$ cat config.mk
export PLATFORM = sky130hd
export DESIGN_NAME = colour_bar_pattern_packer_top
export DESIGN_NICKNAME = d
export VERILOG_FILES = /design/src/design/cbp_pkg.sv /design/src/design/colour_bar_pattern_packer_top.sv /design/src/design/cbp_ctrl.sv /design/src/design/cbp_datapath.sv
export SDC_FILE = /design/constraint.sdc
export NUM_CORES = 1
export LEC_CHECK = 0
export BUFFER_PORTS_ARGS = -buffer_cell sky130_fd_sc_hd__clkbuf_2
export CAP_MARGIN = 10
export CORE_MARGIN = 3
export CORE_UTILIZATION = 55
export DETAILED_ROUTE_END_ITERATION = 8
export PLACE_DENSITY = 0.9
export SLEW_MARGIN = 20
export SYNTH_ARGS = -nofsm -noshare
export SYNTH_HDL_FRONTEND = slang
export SYNTH_SLANG_ARGS = --single-unit
export TNS_END_PERCENT = 1
$ cat constraint.sdc
create_clock -name clk -period 3 [get_ports clk]
set_clock_uncertainty 0.15 [all_clocks]
set_input_delay 0.3 -clock clk [delete_from_list [all_inputs] [get_ports clk]]
set_output_delay 0.3 -clock clk [all_outputs]
set_load 0.005 [all_outputs]
$ cat src/design/cbp_pkg.sv
// Package for the colour bar pattern packer: shared types, constants and the bar colour table.
// Used by cbp_ctrl, cbp_datapath and colour_bar_pattern_packer_top; depends on nothing else.
package cbp_pkg;

  // Largest active width that the bar divider has to handle.
  localparam int CBP_MAX_WIDTH = 4096;

  // Configuration register map, one 32-bit register every four bytes.
  localparam int CBP_ADDR_W = 3;
  localparam logic CBP_REG_ACTIVE_WIDTH = 1'b0;
  localparam logic CBP_REG_PACKING_MODE = 1'b1;

  localparam logic [12:0] CBP_WIDTH_RESET = 13'd1920;

  localparam logic CBP_MODE_UYVY = 1'b0;
  localparam logic CBP_MODE_V210 = 1'b1;

  // White marker geometry and colour.
  localparam logic [7:0]  CBP_MARK_Y       = 8'd235;
  localparam logic [7:0]  CBP_NEUTRAL_C    = 8'd128;
  localparam logic [12:0] CBP_MARK_COLS    = 13'd32;
  localparam logic [11:0] CBP_MARK_LINE_LO = 12'd8;
  localparam logic [11:0] CBP_MARK_LINE_HI = 12'd72;

  typedef struct packed {
    logic [7:0] y;
    logic [7:0] cb;
    logic [7:0] cr;
  } cbp_colour_t;

  // Commands from the controller to the datapath.
  typedef struct packed {
    logic       load;       // capture an input transaction
    logic       div_step;   // one step of the bar index divider
    logic       emit_uyvy;  // load the output register with a UYVY word
    logic       push;       // push one v210 sample into the pending word
    logic       flush;      // send out the partly filled v210 word
    logic       last;       // the word loaded now ends this pair's results
    logic [1:0] sample_sel; // which of Cb, Y, Cr, Y is pushed
  } cbp_cmd_t;

  // Status from the datapath to the controller.
  typedef struct packed {
    logic out_free;   // output register can take a word this cycle
    logic slot_full;  // two samples pending, the next push completes a word
    logic line_end;   // captured line end flag
  } cbp_sts_t;

  // 75% colour bars, left to right.
  function automatic cbp_colour_t cbp_bar_colour(input logic [2:0] bar);
    cbp_colour_t c;
    unique case (bar)
      3'd0:    c = '{y: 8'd180, cb: 8'd128, cr: 8'd128};
      3'd1:    c = '{y: 8'd162, cb: 8'd44,  cr: 8'd142};
      3'd2:    c = '{y: 8'd131, cb: 8'd156, cr: 8'd44};
      3'd3:    c = '{y: 8'd112, cb: 8'd72,  cr: 8'd58};
      3'd4:    c = '{y: 8'd84,  cb: 8'd184, cr: 8'd198};
      3'd5:    c = '{y: 8'd65,  cb: 8'd100, cr: 8'd212};
      3'd6:    c = '{y: 8'd35,  cb: 8'd212, cr: 8'd114};
      default: c = '{y: 8'd16,  cb: 8'd128, cr: 8'd128};
    endcase
    return c;
  endfunction

endpackage

$ cat src/design/colour_bar_pattern_packer_top.sv
// Top level of the colour bar pattern packer: configuration registers and stream ports.
// Depends on cbp_pkg, cbp_ctrl and cbp_datapath.
//
//   Channel  Direction  Handshake            Contents
//   in_      slave      in_tvalid/in_tready  pixel pair position, line end on in_tlast
//   out_     master     out_tvalid/out_tready packed word, last word of the pair on out_tlast
//   cfg_     APB slave  psel/penable/pready  active_width at 0x0, packing_mode at 0x4
//
// A pair is captured, then the restoring bar divider runs, then one word is output in UYVY
// mode or four sample pushes (plus one flush at line end) are made in v210 mode; a word that
// finds the output register occupied waits while out_tready is low.
// The next pair is accepted while the previous word still waits in the output register.
// Synchronous active-low reset clears the packer and restores the register defaults.
module colour_bar_pattern_packer_top
  import cbp_pkg::*;
#(
  parameter int MAX_WIDTH = CBP_MAX_WIDTH
) (
  input  logic                  clk,
  input  logic                  rst_n,
  input  logic                  in_tvalid,
  output logic                  in_tready,
  input  logic [39:0]           in_tdata,    // pixel_x [11:0], line_y [23:12], marker_x [35:24]
  input  logic                  in_tlast,
  output logic                  out_tvalid,
  input  logic                  out_tready,
  output logic [31:0]           out_tdata,   // packed_word [31:0]
  output logic                  out_tlast,
  input  logic                  cfg_psel,
  input  logic                  cfg_penable,
  input  logic                  cfg_pwrite,
  input  logic [CBP_ADDR_W-1:0] cfg_paddr,
  input  logic [31:0]           cfg_pwdata,
  output logic [31:0]           cfg_prdata,
  output logic                  cfg_pready
);

  logic [12:0] active_width_r;
  logic        packing_mode_r;
  logic        cfg_wr;
  cbp_cmd_t    cmd;
  cbp_sts_t    sts;

  assign cfg_pready = 1'b1;
  assign cfg_wr     = cfg_psel && cfg_penable && cfg_pwrite && cfg_pready;

  always_ff @(posedge clk) begin
    if (!rst_n) begin
      active_width_r <= CBP_WIDTH_RESET;
      packing_mode_r <= CBP_MODE_UYVY;
    end else if (cfg_wr) begin
      unique case (cfg_paddr[2])
        CBP_REG_ACTIVE_WIDTH: active_width_r <= cfg_pwdata[12:0];
        default:              packing_mode_r <= cfg_pwdata[0];
      endcase
    end
  end

  always_comb begin
    unique case (cfg_paddr[2])
      CBP_REG_ACTIVE_WIDTH: cfg_prdata = {19'd0, active_width_r};
      default:              cfg_prdata = {31'd0, packing_mode_r};
    endcase
  end

  cbp_ctrl u_ctrl (
    .clk          (clk),
    .rst_n        (rst_n),
    .in_tvalid    (in_tvalid),
    .in_tready    (in_tready),
    .packing_mode (packing_mode_r),
    .sts          (sts),
    .cmd          (cmd)
  );

  cbp_datapath #(
    .MAX_WIDTH (MAX_WIDTH)
  ) u_datapath (
    .clk          (clk),
    .rst_n        (rst_n),
    .cmd          (cmd),
    .sts          (sts),
    .active_width (active_width_r),
    .pixel_x      (in_tdata[11:0]),
    .line_y       (in_tdata[23:12]),
    .marker_x     (in_tdata[35:24]),
    .line_end     (in_tlast),
    .out_tvalid   (out_tvalid),
    .out_tready   (out_tready),
    .out_word     (out_tdata),
    .out_last     (out_tlast)
  );

endmodule

$ cat src/design/cbp_ctrl.sv
// Controller of the colour bar pattern packer: sequences capture, bar division and word output.
// Depends on cbp_pkg; drives cbp_datapath through cbp_cmd_t and reads cbp_sts_t.
module cbp_ctrl
  import cbp_pkg::*;
(
  input  logic     clk,
  input  logic     rst_n,
  input  logic     in_tvalid,
  output logic     in_tready,
  input  logic     packing_mode,
  input  cbp_sts_t sts,
  output cbp_cmd_t cmd
);

  typedef enum logic [2:0] {
    S_IDLE,
    S_DIV,
    S_EMIT,
    S_PUSH,
    S_FLUSH
  } state_t;

  state_t     state_r, state_nxt;
  logic [1:0] step_r, step_nxt;

  always_comb begin
    state_nxt = state_r;
    step_nxt  = step_r;
    cmd       = '0;
    in_tready = 1'b0;
    unique case (state_r)
      S_IDLE: begin
        in_tready = 1'b1;
        if (in_tvalid) begin
          cmd.load  = 1'b1;
          step_nxt  = 2'd0;
          state_nxt = S_DIV;
        end
      end
      S_DIV: begin
        cmd.div_step = 1'b1;
        step_nxt     = step_r + 2'd1;
        if (step_r == 2'd2) begin
          step_nxt  = 2'd0;
          state_nxt = (packing_mode == CBP_MODE_V210) ? S_PUSH : S_EMIT;
        end
      end
      S_EMIT: begin
        if (sts.out_free) begin
          cmd.emit_uyvy = 1'b1;
          cmd.last      = 1'b1;
          state_nxt     = S_IDLE;
        end
      end
      S_PUSH: begin
        cmd.sample_sel = step_r;
        // A push that completes a word waits for room in the output register.
        if (!sts.slot_full || sts.out_free) begin
          cmd.push = 1'b1;
          // After a completed word, one or two samples remain that line end will flush.
          cmd.last = (step_r == 2'd3) ||
                     (((step_r == 2'd1) || (step_r == 2'd2)) && !sts.line_end);
          step_nxt = step_r + 2'd1;
          if (step_r == 2'd3) begin
            state_nxt = (sts.line_end && !sts.slot_full) ? S_FLUSH : S_IDLE;
          end
        end
      end
      S_FLUSH: begin
        if (sts.out_free) begin
          cmd.flush = 1'b1;
          cmd.last  = 1'b1;
          state_nxt = S_IDLE;
        end
      end
      default: state_nxt = S_IDLE;
    endcase
  end

  always_ff @(posedge clk) begin
    if (!rst_n) begin
      state_r <= S_IDLE;
      step_r  <= 2'd0;
    end else begin
      state_r <= state_nxt;
      step_r  <= step_nxt;
    end
  end

`ifndef ASSERT_OFF
  a_one_cmd: assert property (@(posedge clk) disable iff (!rst_n)
    $onehot0({cmd.load, cmd.div_step, cmd.emit_uyvy, cmd.push, cmd.flush}))
    else $error("cbp_ctrl: more than one datapath command at once");

  a_emit_room: assert property (@(posedge clk) disable iff (!rst_n)
    (cmd.emit_uyvy || cmd.flush || (cmd.push && sts.slot_full)) |-> sts.out_free)
    else $error("cbp_ctrl: word issued while the output register is occupied");

  a_div_len: assert property (@(posedge clk) disable iff (!rst_n)
    cmd.load |=> cmd.div_step ##1 cmd.div_step ##1 cmd.div_step)
    else $error("cbp_ctrl: divider did not run three steps after capture");
`endif

endmodule

$ cat src/design/cbp_datapath.sv
// Datapath of the colour bar pattern packer: bar divider, colour lookup, v210 packer, output register.
// Depends on cbp_pkg; commanded by cbp_ctrl.
module cbp_datapath
  import cbp_pkg::*;
#(
  parameter int MAX_WIDTH = CBP_MAX_WIDTH
) (
  input  logic        clk,
  input  logic        rst_n,
  input  cbp_cmd_t    cmd,
  output cbp_sts_t    sts,
  input  logic [12:0] active_width,
  input  logic [11:0] pixel_x,
  input  logic [11:0] line_y,
  input  logic [11:0] marker_x,
  input  logic        line_end,
  output logic        out_tvalid,
  input  logic        out_tready,
  output logic [31:0] out_word,
  output logic        out_last
);

  localparam int WW   = $clog2(MAX_WIDTH + 1);
  localparam int CMPW = (WW + 1 > 12) ? WW + 1 : 12;

  logic [WW-1:0]   wclip_r;
  logic [CMPW-1:0] rem_r;
  logic [2:0]      quo_r;
  logic            sat_r;
  logic            mark_r;
  logic            le_r;
  logic [29:0]     pending_r;
  logic [1:0]      slot_r;
  logic            out_valid_r;
  logic [31:0]     out_word_r;
  logic            out_last_r;

  logic [13:0]     aw_ext;
  logic [13:0]     max_ext;
  logic [WW-1:0]   wclip_nxt;
  logic [12:0]     mark_end;
  logic            mark_nxt;
  logic [CMPW-1:0] rem_dbl;
  logic [CMPW-1:0] w_ext;
  logic            rem_ge;
  logic [2:0]      bar;
  cbp_colour_t     bar_c;
  cbp_colour_t     pix_c;
  logic [7:0]      sample8;
  logic [9:0]      sample10;
  logic            load_out;
  logic [31:0]     word_nxt;

  // Width clipped to the largest supported line.
  assign aw_ext    = {1'b0, active_width};
  assign max_ext   = 14'(MAX_WIDTH);
  assign wclip_nxt = (aw_ext > max_ext) ? WW'(max_ext) : WW'(aw_ext);

  // The marker's right edge is formed one bit wider so it cannot wrap.
  assign mark_end = {1'b0, marker_x} + CBP_MARK_COLS;
  assign mark_nxt = (pixel_x >= marker_x) && ({1'b0, pixel_x} < mark_end) &&
                    (line_y >= CBP_MARK_LINE_LO) && (line_y < CBP_MARK_LINE_HI);

  // Restoring division for the three quotient bits of pixel_x * 8 / width.
  assign w_ext   = CMPW'(wclip_r);
  assign rem_dbl = {rem_r[CMPW-2:0], 1'b0};
  assign rem_ge  = rem_dbl >= w_ext;

  // A pixel at or past the width (and any pixel at zero width) lands in the last bar.
  assign bar   = sat_r ? 3'd7 : quo_r;
  assign bar_c = cbp_bar_colour(bar);
  assign pix_c = mark_r ? cbp_colour_t'{y: CBP_MARK_Y, cb: CBP_NEUTRAL_C, cr: CBP_NEUTRAL_C}
                        : bar_c;

  always_comb begin
    unique case (cmd.sample_sel)
      2'd0:    sample8 = pix_c.cb;
      2'd2:    sample8 = pix_c.cr;
      default: sample8 = pix_c.y;
    endcase
  end
  assign sample10 = {sample8, 2'b00};

  assign load_out = cmd.emit_uyvy || cmd.flush || (cmd.push && (slot_r == 2'd2));

  always_comb begin
    priority if (cmd.emit_uyvy) begin
      word_nxt = {pix_c.y, pix_c.cr, pix_c.y, pix_c.cb};
    end else if (cmd.flush) begin
      word_nxt = {2'b00, pending_r};
    end else begin
      word_nxt = {2'b00, sample10, pending_r[19:0]};
    end
  end

  // Control and packer state.
  always_ff @(posedge clk) begin
    if (!rst_n) begin
      out_valid_r <= 1'b0;
      pending_r   <= '0;
      slot_r      <= 2'd0;
    end else begin
      if (load_out) begin
        out_valid_r <= 1'b1;
      end else if (out_tready) begin
        out_valid_r <= 1'b0;
      end
      if (cmd.flush || (cmd.push && (slot_r == 2'd2))) begin
        pending_r <= '0;
        slot_r    <= 2'd0;
      end else if (cmd.push) begin
        unique case (slot_r)
          2'd0:    pending_r[9:0]   <= sample10;
          default: pending_r[19:10] <= sample10;
        endcase
        slot_r <= slot_r + 2'd1;
      end
    end
  end

  // Payload registers.
  always_ff @(posedge clk) begin
    if (cmd.load) begin
      wclip_r <= wclip_nxt;
      sat_r   <= CMPW'(pixel_x) >= CMPW'(wclip_nxt);
      rem_r   <= CMPW'(pixel_x);
      quo_r   <= 3'd0;
      mark_r  <= mark_nxt;
      le_r    <= line_end;
    end else if (cmd.div_step) begin
      rem_r <= rem_ge ? (rem_dbl - w_ext) : rem_dbl;
      quo_r <= {quo_r[1:0], rem_ge};
    end
    if (load_out) begin
      out_word_r <= word_nxt;
      out_last_r <= cmd.last;
    end
  end

  assign sts.out_free  = !out_valid_r || out_tready;
  assign sts.slot_full = (slot_r == 2'd2);
  assign sts.line_end  = le_r;

  assign out_tvalid = out_valid_r;
  assign out_word   = out_word_r;
  assign out_last   = out_last_r;

`ifndef ASSERT_OFF
  a_slot_range: assert property (@(posedge clk) disable iff (!rst_n)
    slot_r != 2'd3)
    else $error("cbp_datapath: sample slot out of range");

  a_flush_clears: assert property (@(posedge clk) disable iff (!rst_n)
    cmd.flush |=> (slot_r == 2'd0) && (pending_r == '0) && out_valid_r)
    else $error("cbp_datapath: flush did not empty the pending word");

  a_full_word_out: assert property (@(posedge clk) disable iff (!rst_n)
    (cmd.push && (slot_r == 2'd2)) |=> out_valid_r && (out_word_r[31:30] == 2'b00))
    else $error("cbp_datapath: completed v210 word not presented");
`endif

endmodule

==> results.txt, run 1 <==
The total length of routed met2 wires is 6770 µm. The final design utilization came out at 65.3%. The setup slack after placement came out at 194 ps. The hold-critical path depth is 3. The top-level port count is 151. The top fanout value on the critical path came out at 15.

The number of global-route vias before repair is 5176. The largest buffer count on any clock path is 2. Yosys mapped a number of flops with a built-in enable equal to 59.

Global routing finished with a remaining overflow of 0. In this run the worst hold path is classified as in -> reg. The worst setup path is launched from a flop. With fillers left out, the area of the finished cells amounts to 7230 µm².

Adding up every negative setup slack in the final design gives 0 ps. A synthesized cell averages 9.01 µm². Across the run, the number of max-cap violations was 0. Dividing total power by cell area gives a power density of 823 nW/µm².

The worst register-to-register path has a setup slack of 190 ps. The worst path meets setup with 192 ps of slack. The number of non-filler instances in the completed layout came out at 943. The total design power is 5.95 mW. STA classifies the critical path endpoint as a flop. The clock period could shrink to 2810 ps. The signed area change from the synthesized netlist to the final layout came out at 13.2%. The die covers 12900 µm². The worst hold path begins at cfg_pwdata[8]. The number of DRC markers after the initial detailed-route iteration is 524. Clock tree synthesis found a total of 101 sinks. The vias after detailed routing came out at 5360. In the synthesized netlist the dominant register cell turns out to be edfxtp_1. The post-CTS clock slew at the launch and capture registers of the worst setup and hold paths is 70 ps.

The pre-antenna-repair detailed-routing pass consisted of 5 iterations. The total global routing track utilization is 23.0%. For the worst flop-to-flop path, the logic depth is 8. The total placed instance area came out at 6920 µm².

The mapped cell area is 6390 µm². The count of pins over their slew limit came to 0. The initial antenna violation count is 0.

The timing-limited maximum frequency came out at 0.356 GHz. The number of remaining DRC errors is 0. The count of antenna diodes in the layout came out at 0.

The worst path uses 93.6% of the clock period. In this run the critical register-to-register path is captured at u_datapath.rem_r[6]. After the last flow step, the layout net total stands at 938. The async set-or-reset flop fraction in the synthesized netlist came out at 0%. For this configuration, the core starts out at a cell density of 57.7%. The critical path is of the reg -> reg type. The number of cells in the design after placement came out at 926. The number of cell rows is 38. The remaining number of nets flagged by the antenna check after routing is 0.

TritonCTS built the clock tree. Setup repair after global routing left no endpoint under its margin. The Yosys warning count came out at 0. The worst register-to-register path begins at u_datapath.rem_r[4].

By area the synthesized netlist is led by edfxtp_1, dfxtp_1, ha_1. STA puts the critical path data required time at 2940 ps. Of all cell types, the one taking the most synthesized area is edfxtp_1. The die height is 114 µm. The H-tree depth is 3. The number of buffers created by CTS came out at 9.

The clock insertion delay at the later pin of the skew report came out at 340 ps. The portion of the post-synthesis area used by sequential elements is 40.9%. The worst relative slew slack came out at 53.9%. Summed over all layers, the routed wires come to 14500 µm.

The buffer count from post-CTS setup fixing is 0. Setup violations remaining at the end of the flow were counted as 0. The highest metal layer carrying signal wires in the routed design is met4. The run finished with clean final reports. The static leakage came out at 3.26 nW. The routed length on met3 is 1310 µm.

Summed over all nets, the half-perimeter wirelength after detailed placement is 10800 µm. The first-pass GRT wire length is 24300 µm. The synthesized instance count came out at 709. The final count of hold timing violations came out at 0. The fraction of layout cells with a size suffix above 1 is 17.2%. The end of the worst hold path is active_width_r[8]. Using the TritonRoute via totals, the vias-per-cell ratio works out to 5.68. Of the post-synthesis cell area, the dominant cell type holds 27.7%. STA puts the critical path data arrival time at 2740 ps. The count of buffers from port buffering came out at 100. The horizontal die dimension is 114 µm.

The weighted congestion reported at the end of routability-driven placement is 0.943. The routed wirelength normalized by instance count is 15.4 µm. At the pin with the least slew margin, the transition time is 688 ps. The area of the placeable core came out at 11100 µm². The pin count of the biggest net entering global routing is 32. The maximum ir drop on the vdd rail came out at 0.548 mV.

The count of unique library cells instantiated by Yosys came out at 59. The minimum hold slack came out at 18.7 ps. The detailed-route wire length on metal 1 is 5960 µm. The synthesized flop and latch total is 101. The buffer cell driving the clock tree root is clkbuf_16.
[worst max-delay path: stages (launching register included)]
cell      delay (ps)
edfxtp_1         400
ha_1             390
a21oi_1          300
a21oi_2          110
or3_4            400
a41oi_4          250
buf_12           190
mux2i_1          260
a21oi_1           90
[worst max path at each step]
| stage | startpoint | to | slack (ps) | depth (start not counted) |
|---|---|---|---|---|
| after floorplan | u_datapath.rem_r[4] | u_datapath.rem_r[10] | 330 | 8 |
| after global placement | u_datapath.rem_r[4] | u_datapath.rem_r[6] | 310 | 8 |
| after detailed placement | u_datapath.rem_r[4] | u_datapath.rem_r[6] | 190 | 8 |
| after CTS | u_datapath.rem_r[4] | u_datapath.rem_r[6] | 190 | 8 |
| after global routing | u_datapath.sat_r | u_datapath.out_word[29] | 50 | 10 |
| final | u_datapath.rem_r[4] | u_datapath.rem_r[6] | 190 | 8 |
[cells by family (layout without fill, tap and decap cells)]
kind of cell	count (synthesis)	in the layout	share of synthesized area, %
other cells	2	22	0.118
buf+inv	98	172	7.27
compound gates	150	150	15.5
flops	101	101	40.9
xor+xnor	19	19	2.60
simple gates	259	259	18.6
mux	23	23	3.66
fa+ha+maj	57	57	11.3
[state kept, by name (all words and copies together) (netlist names), 2 cells and up]
| register | cells |
|---|---|
| active_width_r | 13 |
| u_ctrl.state_r | 3 |
| u_ctrl.step_r | 2 |
| u_datapath.out_word | 30 |
| u_datapath.pending_r | 16 |
| u_datapath.quo_r | 3 |
| u_datapath.rem_r | 13 |
| u_datapath.slot_r | 2 |
| u_datapath.wclip_r | 13 |
[per-layer routing]
metal	vias up	GRT usage, %
li1	2615	-
met1	2423	30.8
met2	276	36.8
met3	46	5.25
met4	0	8.16
met5	-	0
[power breakdown]
part / internal [mW] / switching (mW)
Sequential: 1.87 / 0.203
Combinational: 1.09 / 1.64
Clock: 0.584 / 0.551
Total: 3.55 / 2.40
[Yosys cell counts (all sizes together), types with 6 or more instances]
| master | instances |
|---|---|
| nand2 | 100 |
| nor2 | 61 |
| edfxtp | 59 |
| ha | 56 |
| a21oi | 48 |
| inv | 48 |
| dfxtp | 42 |
| buf | 25 |
| clkbuf | 25 |
| o21ai | 23 |
| a21o | 21 |
| nor2b | 21 |
| mux2i | 20 |
| nand3 | 20 |
| nand2b | 17 |
| nor3 | 16 |
| xnor2 | 13 |
| a21boi | 12 |
| o22ai | 9 |
| a211oi | 7 |
| and2 | 6 |
| xor2 | 6 |
[area by class of cell]
class	count	area, µm²
Fill cell	840	3850
Multi-Input combinational cell	530	3390
Sequential cell	101	2610
Timing Repair Buffer	108	576
Clock buffer	9	225
Inverter	48	180
Tap cell	140	175
Clock inverter	7	66.3
[cell usage in the layout (no fill, tap or decap), drive strengths merged, types with 17 or more instances in the layout]
master	synthesis	routed
nand3	20	20
edfxtp	59	59
clkbuf	25	109
conb	2	22
mux2i	20	20
dfxtp	42	42
o21ai	23	23
a21o	21	21
nor2	61	61
ha	56	56
nand2	100	100
nand2b	17	17
a21oi	48	48
nor2b	21	21
inv	48	51
[repair_timing]
action / in CTS / in global routing
hold buffers: 1 / 0
setup endpoints to repair: 0 / 3
endpoints found under the hold margin: 1 / 0
resized for setup: 0 / 2
Note: power is estimated with default switching activity, not from simulation.
==> run 2, diff against run 1 <==
CORE_MARGIN = 2   (was 3)
RECOVER_POWER = 25   (was unset)
==> results.txt, run 2 (synthesis gave the netlist of run 1 again) <==
The critical path goes through ha_1 -> a21oi_1 -> a21oi_2 -> or3_4 -> a41oi_4 -> buf_12 -> mux2i_1 -> a21oi_1. The power density over cell area is 818 nW/µm² (-0.51%). Setup repair after global routing left no endpoint under its margin. The cell occurring most often along the worst timing path is a21oi_1. The data arrival time of the worst path came to 2760 ps (+20 ps).

TritonCTS built the clock tree. The fraction of layout cells with a size suffix above 1 came out at 15.5% (-1.6 points). The hold-critical path depth is 3 (unchanged).

The CTS sink count came to 101 (unchanged). The register-to-register setup slack is 170 ps (-20 ps). The post-CTS clock slew at the launch and capture registers of the worst setup and hold paths is 70 ps (about the same). The buffer cell driving the clock tree root is clkbuf_16. The type of the most critical hold path is in -> reg. The worst flop-to-flop path endpoint is u_datapath.rem_r[9].

The number of DRC markers after the initial detailed-route iteration is 574 (+9.5%). The combined buffer and inverter count along the critical path came out at 1 (unchanged). The pin count of the biggest net entering global routing came to 32 (unchanged). The slew at the pin closest to its max-slew limit is 676 ps (-11.9 ps).

The class of the most critical setup path is reg -> reg. The final count of hold timing violations is 0 (unchanged). The total placed instance area came out at 6920 µm² (about the same). The placed wire-length estimate after detailed placement came out at 10400 µm (-3.4%).

The setup TNS is 0 ps (unchanged). The number of non-filler instances in the completed layout came out at 947 (+0.42%). The initial standard-cell utilization of the core came out at 56.2% (-1.5 points). The maximum ir drop on the vdd rail is 0.340 mV (-38%).

In this run the critical register-to-register path is launched from u_datapath.rem_r[4]. The signed area change from the synthesized netlist to the final layout came out at 13.1% (about the same). The timing-limited maximum frequency came out at 0.353 GHz (-0.77%). The number of cells in the design after placement is 929 (+0.32%). The power share of the sequential group came out at 35.0% (about the same). The count of buffers from port buffering came to 100 (unchanged). The count of antenna diodes in the layout was 0 (unchanged).

The static leakage came out at 3.22 nW (-1.1%). Leaving out fill and tap cells, the most frequent cell in the layout is nand2_1. The delay of the slowest cell on the worst path came to 410 ps (about the same).

The H-tree depth is 3 (unchanged). The count of pins over their slew limit came to 0 (unchanged). The family with the most delay on the worst path is compound AO/OA/AOI/OAI gates. The top-level port count is 151 (unchanged). The number of global-route vias before repair came to 4872 (-5.9%). The total die area came out at 12500 µm² (-3.5%). The combinational group share of total power is 45.9% (about the same). The final worst-path cycle share came to 94.3% (+0.73 points). The initial antenna violation count is 0 (unchanged). The number of cells on the critical path is 8 (unchanged). The vias after detailed routing is 5278 (-1.5%). The number of cell rows came out at 39 (+2.6%). The critical path data required time came out at 2930 ps (about the same). The total global routing track utilization is 22.1% (-0.90 points). The worst relative slew slack is 54.8% (+0.90 points).

The number of nets at the end of the flow is 939 (+0.11%). The worst setup path is launched from a flop. The critical path starts at u_datapath.rem_r[4]. The minimum period implied by the final worst setup slack came out at 2830 ps (+21.8 ps).

The leftover overflow at the end of global routing came out at 0 (unchanged). The proportion of total power due to net switching came out at 40.0% (-0.25 points). The top fanout value on the critical path came out at 15 (unchanged). The area of the placeable core is 11400 µm² (+2.6%).

The cell area after layout is 7220 µm² (about the same). The critical path ends at u_datapath.rem_r[9]. Among all stages on the critical path, the largest delay is contributed by edfxtp_1.

The largest buffer count on any clock path was 2 (unchanged). The path depth of the worst reg2reg path came out at 8 (unchanged). The number of flip-flops in the largest register came to 30 (unchanged). The number of detailed-route iterations in the first pass is 5 (unchanged). The buffer count from post-CTS setup fixing is 0 (unchanged). The routed wirelength normalized by instance count is 14.7 µm (-4.3%). The weighted congestion reported at the end of routability-driven placement is 0.940 (-0.29%). In the layout the commonest cells are nand2_1, clkbuf_2, nor2_1. The number of remaining DRC errors came out at 0 (unchanged).

STA classifies the critical path endpoint as a flop. The number of buffers created by CTS came to 9 (unchanged). The run finished with clean final reports.

The part of the power in the clock network came to 19.1% (about the same). The setup violation total in the final timing report is 0 (unchanged). The die height came to 112 µm (-1.8%).

The total wire length came out at 13900 µm (-3.9%). The net load switching power came to 2.37 mW (-1.2%). The first-pass GRT wire length is 22700 µm (-6.7%). The remaining number of nets flagged by the antenna check after routing came out at 0 (unchanged). The mean number of vias per cell came out at 5.57 (-1.9%). The number of fillers in the final layout is 910 (+8.3%). The cell-internal power came out at 3.54 mW (-0.17%). The clock insertion delay at the later pin of the skew report is 350 ps (about the same).

The horizontal die dimension came out at 112 µm (-1.8%). The max-capacitance violation count came out at 0 (unchanged).
## run 2: cell types whose count changed in the layout (fill, tap and decap cells not counted), sizes merged
cell / change
clkinvlp: +2
buf: -1
clkbuf: +1
clkinv: -1
dlygate4sd3: +1
inv: -1
## run 2: worst min path at each step
stage / start / end
floorplan: in_tlast / u_datapath.le_r
global placement: u_datapath.pending_r[5] / u_datapath.pending_r[5]
detailed placement: u_datapath.pending_r[3] / u_datapath.pending_r[3]
CTS: cfg_pwdata[8] / active_width_r[8]
global route: cfg_pwdata[8] / active_width_r[8]
finish: cfg_pwdata[8] / active_width_r[8]
## run 2: final cells by class
class | count | area [µm²] | share of cell area [%]
timing repair buffer | 109 | 569 | 7.88
sequential | 101 | 2610 | 36.2
multi-input combinational | 530 | 3390 | 46.9
clock buffer | 9 | 225 | 3.12
clock inverter | 7 | 71.3 | 0.987
inverter | 48 | 180 | 2.49
tap | 143 | 179 | 2.48
## run 2: timing repair
action	4_1_cts	5_1_grt
hold endpoints to repair	2	0
resized for setup	0	0
hold buffers	2	0
## run 2: worst min-delay path: stages
cell	delay [ps]
clkbuf_2	80
nand2_1	50
nand3_1	70
## run 2: power by group through the flow
stage | clock network, mW | registers (mW) | logic [mW]
global placement | 0 | 2.07 | 2.54
global route | 1.21 | 2.09 | 2.99
finish | 1.13 | 2.07 | 2.71
detailed placement | 0 | 2.09 | 2.65
CTS | 1.14 | 2.06 | 2.68
floorplan | 0 | 2.02 | 2.07
## run 2: metal layers
layer / vias to the layer above / track usage (%) / part of all wire (%)
li1: 2606 / - / -
met1: 2430 / 29.0 / 43
met2: 223 / 37.0 / 48
met3: 19 / 4.19 / 7.2
met4: 0 / 7.16 / 1.3
met5: - / 0 / 0
## run 2: per-stage QoR
step	worst slack, ps	hold WS [ps]	utilization [%]	power, mW
2_1_floorplan	329	249	-	4.08
3_3_place_gp	310	293	60.9	4.61
3_5_place_dp	213	298	60.9	4.73
4_1_cts	178	11.8	63.7	5.88
5_1_grt	5.99	30.9	63.5	6.29
6_report	170	19.9	63.5	5.91
